$ cat config.mk
export PLATFORM = sky130hd
export DESIGN_NAME = text_byte_stream_decoder_top
export DESIGN_NICKNAME = d
export VERILOG_FILES = /design/src/sv/tbsd_pkg.sv /design/src/sv/tbsd_dec.sv /design/src/sv/text_byte_stream_decoder_top.sv
export VERILOG_INCLUDE_DIRS = /design/src /design/src/sv
export SDC_FILE = /design/constraint.sdc
export NUM_CORES = 1
export LEC_CHECK = 0
export ABC_AREA = 1
export ABC_CLOCK_PERIOD_IN_PS = 3790
export BUFFER_PORTS_ARGS = -buffer_cell sky130_fd_sc_hd__buf_2
export CAP_MARGIN = 20
export CORE_MARGIN = 2
export CORE_UTILIZATION = 55
export CTS_CLUSTER_SIZE = 8
export DETAILED_ROUTE_END_ITERATION = 8
export PLACE_DENSITY = 0.79
export RECOVER_POWER = 25
export SLEW_MARGIN = 20
export SYNTH_ARGS = -nofsm -noshare
export SYNTH_HDL_FRONTEND = slang
export SYNTH_HIERARCHICAL = 1
export SYNTH_SLANG_ARGS = --single-unit
$ cat constraint.sdc
create_clock -name aclk -period 3.79 [get_ports aclk]
set_input_delay 0.758 -clock aclk [delete_from_list [all_inputs] [get_ports aclk]]
set_output_delay 0.758 -clock aclk [all_outputs]
set_load 0.1 [all_outputs]
$ cat src/sv/assert_macros.svh
// Assertion helpers shared by the decoder RTL.
`ifndef ASSERT_MACROS_SVH
`define ASSERT_MACROS_SVH

// Same-cycle implication or invariant, checked outside reset.
`define ASSERT_CLKD(label, clk, rstn, prop, msg) \
    label: assert property (@(posedge clk) disable iff (!(rstn)) (prop)) \
        else $error(msg);

// Condition in one cycle implies a consequence in the next cycle.
`define ASSERT_NEXT(label, clk, rstn, ante, cons, msg) \
    label: assert property (@(posedge clk) disable iff (!(rstn)) (ante) |=> (cons)) \
        else $error(msg);

`endif

$ cat src/sv/tbsd_pkg.sv
`default_nettype none

package tbsd_pkg;

    localparam int unsigned ByteW  = 8;
    localparam int unsigned CodeW  = 16;
    localparam int unsigned ModeW  = 2;
    localparam int unsigned PendW  = 2;

    // decode_mode register codes; the unused code decodes as UTF-8
    localparam logic [ModeW-1:0] MODE_U16_HI = 2'd0;
    localparam logic [ModeW-1:0] MODE_U16_LO = 2'd1;
    localparam logic [ModeW-1:0] MODE_UTF8   = 2'd2;
    localparam logic [ModeW-1:0] MODE_RESET  = MODE_UTF8;

    localparam logic [CodeW-1:0] CP_BAD = 16'hFEFF;

    // UTF-8 lead byte boundaries
    localparam logic [ByteW-1:0] LEAD_CONT  = 8'h80;
    localparam logic [ByteW-1:0] LEAD_TWO   = 8'hC0;
    localparam logic [ByteW-1:0] LEAD_THREE = 8'hE0;
    localparam logic [ByteW-1:0] LEAD_BAD   = 8'hF0;

    typedef struct packed {
        logic [ByteW-1:0] data_byte;
        logic             stream_end;
    } item_t;

    typedef struct packed {
        logic             valid;
        logic [CodeW-1:0] code_point;
        logic             end_of_text;
    } result_t;

endpackage

`default_nettype wire

$ cat src/sv/tbsd_dec.sv
`default_nettype none
`include "assert_macros.svh"

module tbsd_dec (
    input  wire logic                          aclk,
    input  wire logic                          aresetn,
    input  wire logic                          cfg_we,
    input  wire logic [tbsd_pkg::ModeW-1:0]    cfg_wdata,
    input  wire logic                          step_en,
    input  wire tbsd_pkg::item_t               item,
    output tbsd_pkg::result_t                  result
);

    logic [tbsd_pkg::ModeW-1:0] mode_reg, mode_next;
    logic [tbsd_pkg::PendW-1:0] pend_reg, pend_next;
    logic [tbsd_pkg::CodeW-1:0] part_reg, part_next;

    always_ff @(posedge aclk) begin
        if (!aresetn) begin
            mode_reg <= tbsd_pkg::MODE_RESET;
            pend_reg <= '0;
            part_reg <= '0;
        end else begin
            mode_reg <= mode_next;
            pend_reg <= pend_next;
            part_reg <= part_next;
        end
    end

    always_comb begin
        logic [tbsd_pkg::ByteW-1:0] b;
        b         = item.data_byte;
        mode_next = mode_reg;
        pend_next = pend_reg;
        part_next = part_reg;
        result    = '0;
        if (cfg_we) begin
            // new mode drops any partial sequence
            mode_next = cfg_wdata;
            pend_next = '0;
            part_next = '0;
        end else if (step_en) begin
            if (item.stream_end) begin
                pend_next          = '0;
                part_next          = '0;
                result.valid       = 1'b1;
                result.end_of_text = 1'b1;
            end else begin
                case (mode_reg) inside
                    tbsd_pkg::MODE_U16_HI, tbsd_pkg::MODE_U16_LO: begin
                        if (pend_reg == '0) begin
                            part_next = {8'h00, b};
                            pend_next = 2'd1;
                        end else begin
                            result.valid = 1'b1;
                            if (mode_reg == tbsd_pkg::MODE_U16_HI) begin
                                result.code_point = {part_reg[7:0], b};
                            end else begin
                                result.code_point = {b, part_reg[7:0]};
                            end
                            pend_next = '0;
                            part_next = '0;
                        end
                    end
                    default: begin
                        if (pend_reg == '0) begin
                            if (b < tbsd_pkg::LEAD_CONT) begin
                                result.valid      = 1'b1;
                                result.code_point = {8'h00, b};
                            end else if (b < tbsd_pkg::LEAD_TWO) begin
                                result.valid      = 1'b1;
                                result.code_point = tbsd_pkg::CP_BAD;
                            end else if (b < tbsd_pkg::LEAD_THREE) begin
                                part_next = {5'b0, b[4:0], 6'b0};
                                pend_next = 2'd1;
                            end else if (b < tbsd_pkg::LEAD_BAD) begin
                                part_next = {b[3:0], 12'b0};
                                pend_next = 2'd2;
                            end else begin
                                result.valid      = 1'b1;
                                result.code_point = tbsd_pkg::CP_BAD;
                            end
                        end else if (pend_reg >= 2'd2) begin
                            // continuation bytes are taken unchecked
                            part_next = part_reg | {4'b0, b[5:0], 6'b0};
                            pend_next = 2'd1;
                        end else begin
                            result.valid      = 1'b1;
                            result.code_point = part_reg | {10'b0, b[5:0]};
                            pend_next         = '0;
                            part_next         = '0;
                        end
                    end
                endcase
            end
        end
    end

    `ASSERT_NEXT(a_end_clears, aclk, aresetn, step_en && item.stream_end && !cfg_we, pend_reg == '0 && part_reg == '0, "end mark left a partial sequence")
    `ASSERT_NEXT(a_cfg_loads, aclk, aresetn, cfg_we, pend_reg == '0 && mode_reg == $past(cfg_wdata), "mode write did not take or clear")
    `ASSERT_CLKD(a_u16_pend, aclk, aresetn, (mode_reg == tbsd_pkg::MODE_U16_HI || mode_reg == tbsd_pkg::MODE_U16_LO) |-> pend_reg <= 2'd1, "UTF-16 waits on more than one byte")

endmodule

`default_nettype wire

$ cat src/sv/text_byte_stream_decoder_top.sv
// Channel  Dir  tdata                 tlast        tuser
// s_       in   [7:0] data_byte       stream_end   -
// m_       out  [15:0] code_point     end_of_text  -
// cfg_     in   [1:0] decode_mode     -            -
//
// One input transaction is taken per cycle while s_tready is high; each byte lands in
// the input register and is decoded into the result register once that is free, so
// a result passes through both registers; a byte that ends no character gives none.
// The decode state sits in a single register set updated per item and per mode write.
// aresetn is synchronous, active low; it restores UTF-8 mode and empties both stages.
// A stall on m_ holds the result register and, through s_tready, the input register.
`default_nettype none
`include "assert_macros.svh"

module text_byte_stream_decoder_top (
    input  wire logic                          aclk,
    input  wire logic                          aresetn,
    input  wire logic                          cfg_we,
    input  wire logic [tbsd_pkg::ModeW-1:0]    cfg_wdata,    // decode_mode
    input  wire logic                          s_tvalid,
    output logic                               s_tready,
    input  wire logic [tbsd_pkg::ByteW-1:0]    s_tdata,      // [7:0] data_byte
    input  wire logic                          s_tlast,      // stream_end
    output logic                               m_tvalid,
    input  wire logic                          m_tready,
    output logic [tbsd_pkg::CodeW-1:0]         m_tdata,      // [15:0] code_point
    output logic                               m_tlast       // end_of_text
);

    logic                       in_valid_reg;
    tbsd_pkg::item_t            in_item_reg;
    logic                       out_valid_reg;
    logic [tbsd_pkg::CodeW-1:0] out_cp_reg;
    logic                       out_end_reg;

    logic              out_free;
    logic              step_en;
    tbsd_pkg::result_t result;

    // result register can take a new value when empty or being drained
    assign out_free = !out_valid_reg || m_tready;
    // advance the held item only when its result has a place to go
    assign step_en  = in_valid_reg && out_free;
    assign s_tready = !in_valid_reg || out_free;

    always_ff @(posedge aclk) begin
        if (!aresetn) begin
            in_valid_reg <= 1'b0;
        end else if (s_tready) begin
            in_valid_reg <= s_tvalid;
        end
    end

    always_ff @(posedge aclk) begin
        if (s_tvalid && s_tready) begin
            in_item_reg.data_byte  <= s_tdata;
            in_item_reg.stream_end <= s_tlast;
        end
    end

    tbsd_dec u_dec (
        .aclk      (aclk),
        .aresetn   (aresetn),
        .cfg_we    (cfg_we),
        .cfg_wdata (cfg_wdata),
        .step_en   (step_en),
        .item      (in_item_reg),
        .result    (result)
    );

    always_ff @(posedge aclk) begin
        if (!aresetn) begin
            out_valid_reg <= 1'b0;
        end else if (out_free) begin
            out_valid_reg <= result.valid;
        end
    end

    // hold payload unless a fresh result is loaded
    always_ff @(posedge aclk) begin
        if (out_free && result.valid) begin
            out_cp_reg  <= result.code_point;
            out_end_reg <= result.end_of_text;
        end
    end

    assign m_tvalid = out_valid_reg;
    assign m_tdata  = out_cp_reg;
    assign m_tlast  = out_end_reg;

    `ASSERT_CLKD(a_end_zero, aclk, aresetn, m_tvalid && m_tlast |-> m_tdata == '0, "end transaction carries a code point")
    `ASSERT_NEXT(a_stall_hold, aclk, aresetn, in_valid_reg && !out_free, in_valid_reg && $stable(in_item_reg), "held item lost during stall")

endmodule

`default_nettype wire
==> metrics.txt <==
gr ovfl total=0; crit path from=u_dec/mode_reg[1]; run status=finished, final reports clean; Mapped Nets=346; die area=0.005452 mm²; Cells after DPL=424; n_diodes=0; via/cell ratio=5.627; first-pass GRT wire length=10.16 mm; TritonCTS Sinks=48; RSZ-0062 raised after global routing=no; initial antenna violation count=0; Die Span Y=73.84 µm; postcts setup bufs=0; fin crit period=2652 ps; Main synth FF type=edfxtp_1; Max VDD drop=0.3155 mV; cts repair resizes=0; Synth area leaders=edfxtp_1 (29%), dfxtp_1 (16%), nand2_1 (8.1%), o21ai_0 (7.3%), nand3_1 (7.1%); CP required=3850 ps; H-tree depth=2; Critical Path Source Type=register; critical path's slowest cell=clkbuf_1; worst path bufs/invs=4; hold crit path type=reg -> reg; worst r2r src=u_dec/mode_reg[1]; num ports=35; vias in the first global route=2167; cts bufs inserted=5; Lkg Pwr=1.261 nW; Layout Nets=380; Site Rows=25; Yosys warnings=6; via count=2431; busiest grt layer=met2; drt first pass iters=7; met3 GRT Util=4.252%; Final Max Tran Viols=0; final period utilization=69.97%; initial detailed-routing violation count=283; syn_area_per_cell=8.129 µm²; Worst path max stage delay=790 ps; RD Place Congestion=0.9807; hold wc startpoint=u_dec/part_reg[15]; worst slew pin tran=1068 ps; crit-path max FO=21; post-synth top area share=29.10%; Slew headroom=28.82%; Crit path max-delay family=buffers and inverters; remaining antenna violation count=0; crit-path cells=clkbuf_1 > inv_2 > nor2_4 > nand2_2 > nand2_1 > a21oi_1 > inv_1 > nor2_1 > buf_4; most common cell in the netlist=nand2_1; Crit. End Element=register; layout cell share with drive strength beyond 1=20.00%; total wire length=6.207 mm; initial core utilization=56.79%; drt wl/cell=14.37 µm; residual DRC count=0; Power Dens Cells=413.9 mW/mm²; Die Wd=73.84 µm; number of synthesized flops with an enable pin=26; clk buf depth=2; Yosys cell types=33; Area Growth Syn to Fin=12.97%; CTS tree=built; most common library cells after synthesis=nand2_1 (58), o21ai_0 (39), nand3_1 (38); Crit Path Category=reg -> reg; ys async rst share=0%; met1 usage in global routing=32.64%; GR Util All Layers=24.55%; critical path arrival=2710 ps; Clock Pin Slew Worst Setup and Hold Paths=90 ps; max-cap violations=0; cell type with the largest total area after synthesis=edfxtp_1; register area share after synthesis=45.52%; hold_buf cts=0; Final Setup Violations=0; Setup TNS Final=0 ps; largest net degree at the start of global routing=22; core area=0.004723 mm²; root buf cell=clkbuf_8; Max Clk Rate=0.3771 GHz; Fin. Hold Viols=0; I/O Buffers=34; Clock Latency Late Sink=300 ps; detailed-placement wirelength estimate=4.506 mm; Synth Cell Area=0.002683 mm²; post-route insts no fill=432; clk_skew=5.731 ps; Yosys reg bits=48; Post-Synthesis Cells=330; M2 GR Usage=38.29%
[area by class of cell]
cell class / instances / area [µm²]
clock buffers: 5 / 68.82
clock inverters: 3 / 90.09
fillers: 423 / 1693
inverters: 34 / 136.4
multi-input cells: 238 / 1244
flip-flops and latches: 48 / 1221
well taps: 67 / 83.83
repair buffers: 37 / 186.4
[final timing paths]
| path | slack [ps] | cells past startpoint | endpoint |
|---|---|---|---|
| worst min-delay path | 470 | 2 | u_dec/part_reg[15] |
| worst min register to register | 470 | 2 | u_dec/part_reg[15] |
| worst max-delay path | 1140 | 9 | m_tdata[12] |
| worst max register to register | 1140 | 9 | m_tdata[12] |
[stage by stage]
step	util, %	hold WS, ps	setup WS [ps]	instance area [µm²]	power (mW)
floorplan	-	440.4	1274	2683	0.7259
global placement	61.11	457.3	1624	2887	0.7642
detailed placement	61.11	458.1	1613	2887	0.7657
CTS	64.48	472.8	1613	3045	1.263
global route	64.16	486.6	943.7	3030	1.294
finish	64.16	473.8	1138	3030	1.254
[placed cells by master, fill, tap and decap left out, drive strengths merged, types with 6 or more instances in the layout]
master,instances
dfxtp,22
edfxtp,26
nand4,6
nand3,42
a21oi,21
inv,31
clkbuf,8
nor2,49
o21ai,41
o221ai,8
buf,34
nand2,64
[power breakdown]
group          total [mW]  internal (mW)  switching, mW
Clock               0.499          0.330          0.169
Combinational       0.175         0.0504          0.124
Sequential          0.581          0.562         0.0194
[worst register-to-register path, delay by kind of cell, from the launching register on]
family	cells	cell delay, ps
buffers and inverters	4	1420
and+or+nand+nor	4	580
DFF	1	320
AOI/OAI and AO/OA	1	100
[routing by layer]
metal / routed length (µm) / vias up / part of all wire, %
met5: 0 / - / 0
li1: - / 1196 / -
met2: 2878 / 117 / 46
met1: 2707 / 1098 / 44
met4: 193 / 0 / 3.1
met3: 428 / 20 / 6.9
[cell families after synthesis]
logic type,share of synthesized area (%)
simple gates,32.09
compound gates,14.60
flops,45.52
buf+inv,7.789
Note: power is estimated with default switching activity, not from simulation.
